[src/hdl/mfnp_pkg.sv]
`timescale 1ns / 1ps
// Package for the Morton face-neighbor probe: field widths, face codes and
// the packed request / response transaction types. No dependencies.
package mfnp_pkg;

  // Per-axis coordinate width and derived field widths
  localparam int AXIS_BITS = 10;
  localparam int CODE_W    = 3 * AXIS_BITS;
  localparam int LEVEL_W   = 4;
  localparam int FACE_W    = 3;
  localparam int COARSE_W  = CODE_W - 3;

  // Face codes
  localparam logic [FACE_W-1:0] FACE_X_NEG = 3'd0;
  localparam logic [FACE_W-1:0] FACE_X_POS = 3'd1;
  localparam logic [FACE_W-1:0] FACE_Y_NEG = 3'd2;
  localparam logic [FACE_W-1:0] FACE_Y_POS = 3'd3;
  localparam logic [FACE_W-1:0] FACE_Z_NEG = 3'd4;
  localparam logic [FACE_W-1:0] FACE_Z_POS = 3'd5;

  typedef struct packed {
    logic [CODE_W-1:0]  node_code;
    logic [LEVEL_W-1:0] node_level;
    logic [FACE_W-1:0]  face;
  } probe_req_t;

  typedef struct packed {
    logic [CODE_W-1:0]   neighbour_code;
    logic                neighbour_valid;
    logic [COARSE_W-1:0] coarser_code;
    logic                coarser_valid;
  } probe_rsp_t;

endpackage

[src/hdl/morton_face_neighbour_probe.sv]
`timescale 1ns / 1ps
// Morton face-neighbor probe for an octree of blocks.
// A probe transaction carries a 30-bit xyz Morton code (x in bit 0 of each
// triple), the block level (0..10, larger values act as 10) and a face code
// (0 x-, 1 x+, 2 y-, 3 y+, 4 z-, 5 z+). Each probe gives exactly one result
// transaction: the same-level neighbor code with its valid bit, and the
// one-level-coarser code (neighbor >> 3), valid when level is above zero.
// Out-of-domain neighbors, codes beyond their level and faces 6/7 give an
// all-zero result.
// Both channels use valid/stall; a transaction moves when valid is high and
// stall is low. A probe passes an input register, then the decode, step and
// re-encode logic feeding the result register. Throughput is one probe per
// cycle while result_stall stays low, set by that register-to-register pass.
// A skid register behind the result register absorbs one result while the
// receiver stalls; probe_stall rises once the input register and skid are
// both occupied, so at most three probes are in flight.
// Synchronous reset empties all stages; no probe is accepted during reset.
// Depends on mfnp_pkg, mfnp_step and mfnp_out_buf.
module morton_face_neighbour_probe
  import mfnp_pkg::*;
(
  input  logic       clk,
  input  logic       rst,
  input  logic       probe_valid,
  output logic       probe_stall,
  input  probe_req_t probe,
  output logic       result_valid,
  input  logic       result_stall,
  output probe_rsp_t result
);

  logic       stage_valid;
  probe_req_t stage;
  probe_rsp_t step_rsp;
  logic       buf_full;
  logic       push;
  logic       accept;

  // Input register advances into the result buffer unless the skid is full
  assign push        = stage_valid && !buf_full;
  assign probe_stall = stage_valid && buf_full;
  assign accept      = probe_valid && !probe_stall;

  always_ff @(posedge clk) begin
    if (rst) begin
      stage_valid <= 1'b0;
    end else begin
      stage_valid <= accept || (stage_valid && !push);
    end
  end

  always_ff @(posedge clk) begin
    if (accept) begin
      stage <= probe;
    end
  end

  // Neighbor computation
  mfnp_step u_step (
    .req (stage),
    .rsp (step_rsp)
  );

  // Result register with skid
  mfnp_out_buf u_out_buf (
    .clk          (clk),
    .rst          (rst),
    .push         (push),
    .push_data    (step_rsp),
    .full         (buf_full),
    .result_valid (result_valid),
    .result_stall (result_stall),
    .result       (result)
  );

  // Skid only fills behind an occupied output register
  a_skid_behind_out: assert property (@(posedge clk) disable iff (rst)
    buf_full |-> result_valid)
    else $error("skid register holds data while output register is empty");

  // An accepted probe always lands in the input register
  a_accept_lands: assert property (@(posedge clk) disable iff (rst)
    accept |=> stage_valid)
    else $error("accepted probe lost");

  // Coarser candidate only exists with a valid neighbor and matches it
  a_coarse_consistent: assert property (@(posedge clk) disable iff (rst)
    (result_valid && result.coarser_valid) |->
      (result.neighbour_valid &&
       result.coarser_code == result.neighbour_code[CODE_W-1:3]))
    else $error("coarser code inconsistent with neighbor code");

  // Out-of-domain results are all zero
  a_zero_when_invalid: assert property (@(posedge clk) disable iff (rst)
    (result_valid && !result.neighbour_valid) |->
      (result.neighbour_code == '0 && result.coarser_code == '0 &&
       !result.coarser_valid))
    else $error("out-of-domain result not cleared");

endmodule

[src/hdl/mfnp_step.sv]
`timescale 1ns / 1ps
// Combinational neighbor computation: de-interleave, bound check, step one
// axis, re-interleave. Depends on mfnp_pkg.
module mfnp_step
  import mfnp_pkg::*;
(
  input  probe_req_t req,
  output probe_rsp_t rsp
);

  // Pull every third bit of the code, starting at bit 0
  function automatic logic [AXIS_BITS-1:0] gather(input logic [CODE_W-1:0] c);
    logic [AXIS_BITS-1:0] r;
    for (int i = 0; i < AXIS_BITS; i++) r[i] = c[3*i];
    return r;
  endfunction

  // Spread a coordinate onto every third bit
  function automatic logic [CODE_W-1:0] spread(input logic [AXIS_BITS-1:0] v);
    logic [CODE_W-1:0] r;
    r = '0;
    for (int i = 0; i < AXIS_BITS; i++) r[3*i] = v[i];
    return r;
  endfunction

  logic [LEVEL_W-1:0]   lev;
  logic [AXIS_BITS-1:0] top;
  logic [AXIS_BITS-1:0] cx, cy, cz;
  logic [AXIS_BITS-1:0] nx, ny, nz;
  logic                 in_span;
  logic                 ok;
  logic [CODE_W-1:0]    nb;

  // Saturate level and build the span limit 2^level-1
  always_comb begin
    if (req.node_level > LEVEL_W'(AXIS_BITS)) begin
      lev = LEVEL_W'(AXIS_BITS);
    end else begin
      lev = req.node_level;
    end
    top = ~({AXIS_BITS{1'b1}} << lev);
  end

  // Decode coordinates and check the block lies inside its level
  assign cx = gather(req.node_code);
  assign cy = gather(req.node_code >> 1);
  assign cz = gather(req.node_code >> 2);
  assign in_span = (cx <= top) && (cy <= top) && (cz <= top);

  // Step the face axis; edge of domain or unused face gives no neighbor
  always_comb begin
    nx = cx;
    ny = cy;
    nz = cz;
    ok = in_span;
    unique case (req.face)
      FACE_X_NEG: begin
        ok = ok && (cx != '0);
        nx = cx - 1'b1;
      end
      FACE_X_POS: begin
        ok = ok && (cx < top);
        nx = cx + 1'b1;
      end
      FACE_Y_NEG: begin
        ok = ok && (cy != '0);
        ny = cy - 1'b1;
      end
      FACE_Y_POS: begin
        ok = ok && (cy < top);
        ny = cy + 1'b1;
      end
      FACE_Z_NEG: begin
        ok = ok && (cz != '0);
        nz = cz - 1'b1;
      end
      FACE_Z_POS: begin
        ok = ok && (cz < top);
        nz = cz + 1'b1;
      end
      default: begin
        ok = 1'b0;
      end
    endcase
  end

  // Re-interleave and zero everything when out of domain
  assign nb = spread(nx) | (spread(ny) << 1) | (spread(nz) << 2);

  always_comb begin
    rsp.neighbour_valid = ok;
    rsp.neighbour_code  = ok ? nb : '0;
    rsp.coarser_valid   = ok && (lev != '0);
    rsp.coarser_code    = rsp.coarser_valid ? nb[CODE_W-1:3] : '0;
  end

endmodule

[src/hdl/mfnp_out_buf.sv]
`timescale 1ns / 1ps
// Two-entry result buffer (output register plus skid register) so the
// upstream stall comes from a flop. Depends on mfnp_pkg.
module mfnp_out_buf
  import mfnp_pkg::*;
(
  input  logic       clk,
  input  logic       rst,
  input  logic       push,
  input  probe_rsp_t push_data,
  output logic       full,
  output logic       result_valid,
  input  logic       result_stall,
  output probe_rsp_t result
);

  logic       skid_valid;
  probe_rsp_t skid;
  logic       load_out;

  // Output register is free when empty or being taken this cycle
  assign load_out = !result_valid || !result_stall;
  assign full     = skid_valid;

  // Control flops
  always_ff @(posedge clk) begin
    if (rst) begin
      result_valid <= 1'b0;
      skid_valid   <= 1'b0;
    end else begin
      if (load_out) begin
        result_valid <= skid_valid || push;
        skid_valid   <= 1'b0;
      end else if (push) begin
        skid_valid <= 1'b1;
      end
    end
  end

  // Payload flops
  always_ff @(posedge clk) begin
    if (load_out) begin
      if (skid_valid) begin
        result <= skid;
      end else if (push) begin
        result <= push_data;
      end
    end else if (push) begin
      skid <= push_data;
    end
  end

endmodule

[config.mk]
export PLATFORM = sky130hd
export DESIGN_NAME = morton_face_neighbour_probe
export DESIGN_NICKNAME = d
export VERILOG_FILES = /design/src/hdl/mfnp_pkg.sv /design/src/hdl/morton_face_neighbour_probe.sv /design/src/hdl/mfnp_step.sv /design/src/hdl/mfnp_out_buf.sv
export SDC_FILE = /design/constraint.sdc
export NUM_CORES = 1
export LEC_CHECK = 0
export ABC_AREA = 1
export BUFFER_PORTS_ARGS = -buffer_cell sky130_fd_sc_hd__buf_4
export CORE_AREA = 5 5 132 134
export CTS_CLUSTER_SIZE = 14
export DETAILED_ROUTE_END_ITERATION = 10
export DIE_AREA = 0 0 137 139
export PLACE_DENSITY = 0.75
export SYNTH_ARGS = -nofsm -noshare
export SYNTH_HDL_FRONTEND = slang
export SYNTH_HIERARCHICAL = 1
export SYNTH_SLANG_ARGS = --single-unit
[constraint.sdc]
create_clock -name clk -period 8.1 [get_ports clk]
set_input_delay 0 -clock clk [delete_from_list [all_inputs] [get_ports clk]]
set_output_delay 0 -clock clk [all_outputs]
set_load 0.01 [all_outputs]
==> metrics.txt <==
DRT Pass-1 Iters 6; Setup Buffers After CTS 0; Final period util 45.7%; Yosys top cell area share 53.4%; Area growth syn-to-layout 21.3%; Hold WS about 0.23 ns; Async SR Flop Fraction 0%; arrival time at the worst endpoint 3.84 ns; Setup crit end u_out_buf/result[58]; setup slack, reg-to-reg between 4 and 5 ns; Synth area leader edfxtp_1; die height 139 µm; gpl congestion roughly 0.94; Tot GR Track Use between 20% and 30%; first-pass GRT wire length 29.7 mm; core area about 0.016 mm²; Fillers roughly 1,300; H-tree depth 4; die area between 0.015 and 0.02 mm²; crit path from stage[6]; Worst Reg-to-Reg Cells 17; Crit Reg-Reg Endpoint u_out_buf/result[58]; status complete, no violations; vias per cell 5.00; WL per Instance approximately 15 µm; Clock transition at path regs around 0.060 ns; pwr dens just under 200 mW/mm²; Netlist cell types 44; FF/Latch Area 0.00472 mm²; top sig layer met4; top-count cell post-synth nand2_1; ant diodes 0; Sink Count 158; met2 wire len 9.02 mm; Post-synth top cells nand2_1, edfxtp_1, inv_1; Crit path required time 8.24 ns; vias in the first global route 5,903; min-delay worst type in -> reg; DP Wirelength between 10 and 15 mm; Synth Instances 850; Worst Path Max Fanout 29; worst r2r src stage[6]; Netlist Area Pre-Place roughly 0.0087 mm²; share of the yosys chip area belonging to registers a little over half; startpoint types flop; placed standard-cell area around 0.0096 mm²; IO Count just over 100; clock skew approximately 0.010 ns; multi-input logic area ~0.0033 mm²; met1 WL 7.97 mm; Max Slew Vio Count 0; I/O Buffers approximately 100; Max-Cap Viols 0; post-route ant nets 0; number of cell rows 47; syn avg cell area 10.2 µm²; RSZ-0062 raised after global routing no; VDD IR max roughly 0.00014 V; fmax ~270 MHz; post-synth net total 945; Remaining DRCs 0; max_slew headroom between 20 and 30%; PostCTS Resize Cnt 0; dpl cells roughly 1,200; CTS root buffer clkbuf_16; wire length on met3 approximately 960 µm; layout cells sized above 1 between 20% and 30%; Design Area, Final around 0.011 mm²; CP Capture Type flop; nets between 1,000 and 1,500; Finished Layout Cells between 1,000 and 1,500; kind of critical path reg -> reg; Final Critical Period roughly 3.7 ns; initial antenna violation count 0; DR iter-0 viols roughly 350; Post-Route WL 18.2 mm; CTS tree done; top cells by area, synth edfxtp_1, ha_1, nand2_1; Syn. warnings 6; FF+latch count, synth between 150 and 200; Post-synth EDFFs 155; Final setup violation count 0; DIE WIDTH between 100 and 150 µm; largest net degree at the start of global routing 73; maximum clock path buffer count 2; CTS Buf Count 17; Final Core Density between 60% and 70%; Worst-Margin Slew between 1 and 1.5 ns; via count 6,119; later-pin clock latency in the skew report ~0.43 ns; final hold vios 0; gr ovfl total 0; setup TNS 0 ns; Starting Density ~54%; Synth Flop Type edfxtp_1; Static Leak between 4 and 5 nW
## worst max-delay path: stages (launching register included)
cell and delay, ns:
edfxtp_1 0.52, inv_2 0.18, nand2_4 0.13, nor2_1 0.30, inv_1 0.20, ha_1 0.23
o21bai_1 0.19, nand2_1 0.07, nand2_1 0.07, nand4_1 0.07, nand2_1 0.07, nand2_1 0.07
nand3_1 0.12, nand4_4 0.15, nand2_2 0.73, nor2_1 0.14, inv_1 0.09, o21ai_0 0.08
## repair_timing
action	CTS	global route
hold endpoints to repair	40	0
endpoints found under the setup margin	0	0
hold buffers	40	0
## power breakdown
| part | total (mW) | leakage [nW] | internal (mW) | switching, mW |
|---|---|---|---|---|
| registers | 0.959 | 1.41 | 0.937 | 0.0227 |
| clock network | 0.809 | 0.281 | 0.485 | 0.325 |
| logic | 0.285 | 2.54 | 0.118 | 0.167 |
| total | 2.05 | 4.23 | 1.54 | 0.514 |
## placed cells by master, fill, tap and decap left out, types with 4 or more instances in the layout
master,count
nand2_2,4
nand4_1,11
a211oi_1,4
nand3_1,24
o21bai_1,6
xnor2_1,7
o21ai_2,41
nand2_1,160
inv_2,7
ha_1,51
xor2_1,13
o21ai_0,53
dlygate4sd3_1,40
a21oi_1,30
nor2_4,13
clkbuf_16,17
nor2_1,75
edfxtp_1,155
nor3_1,4
buf_4,104
inv_1,128
## worst min-delay path by stage
stage          slack (ns)         from           to  cells after the start
2_1_floorplan        0.06          rst  stage_valid                      1
5_1_grt              0.26  probe_valid    stage[14]                      3
3_3_place_gp         0.17          rst  stage_valid                      2
6_report             0.23  probe_valid    stage[17]                      3
4_1_cts              0.22  probe_valid    stage[31]                      3
3_5_place_dp         0.17          rst  stage_valid                      2
## registers in the layout (all words and copies together) (netlist names)
name / flops
u_out_buf/result: 59
u_out_buf/skid: 59
stage: 37
stage_valid: 1
u_out_buf/full: 1
u_out_buf/result_valid: 1
## cell type report
type                            count  share of cell area (%)
Clock inverter                     14                    1.57
Clock buffer                       18                    4.06
Sequential cell                   158                    44.6
Inverter                          135                    4.79
Tap cell                          220                    2.60
Multi-Input combinational cell    534                    31.2
Timing Repair Buffer              144                    11.2
## metrics by stage
stage	worst slack (ns)	power, mW
2_1_floorplan	4.08	1.16
3_3_place_gp	4.45	1.24
3_5_place_dp	4.45	1.24
4_1_cts	4.43	2.07
5_1_grt	4.08	2.14
6_report	4.40	2.05
## routing by layer
metal,vias to the layer above,track usage (%)
met2,158,33.5
li1,3169,-
met3,16,4.21
met1,2776,26.6
met4,0,5.04
met5,-,0
## logic make-up (layout without fill, tap and decap cells)
logic type	after synthesis	in the layout	share of synthesized area, %
fa+ha+maj	54	54	8.01
simple gates	311	311	16.4
buf+inv	158	311	8.30
compound gates	149	149	11.1
xor+xnor	20	20	2.01
flops	158	158	54.1
Note: power is estimated with default switching activity, not from simulation.
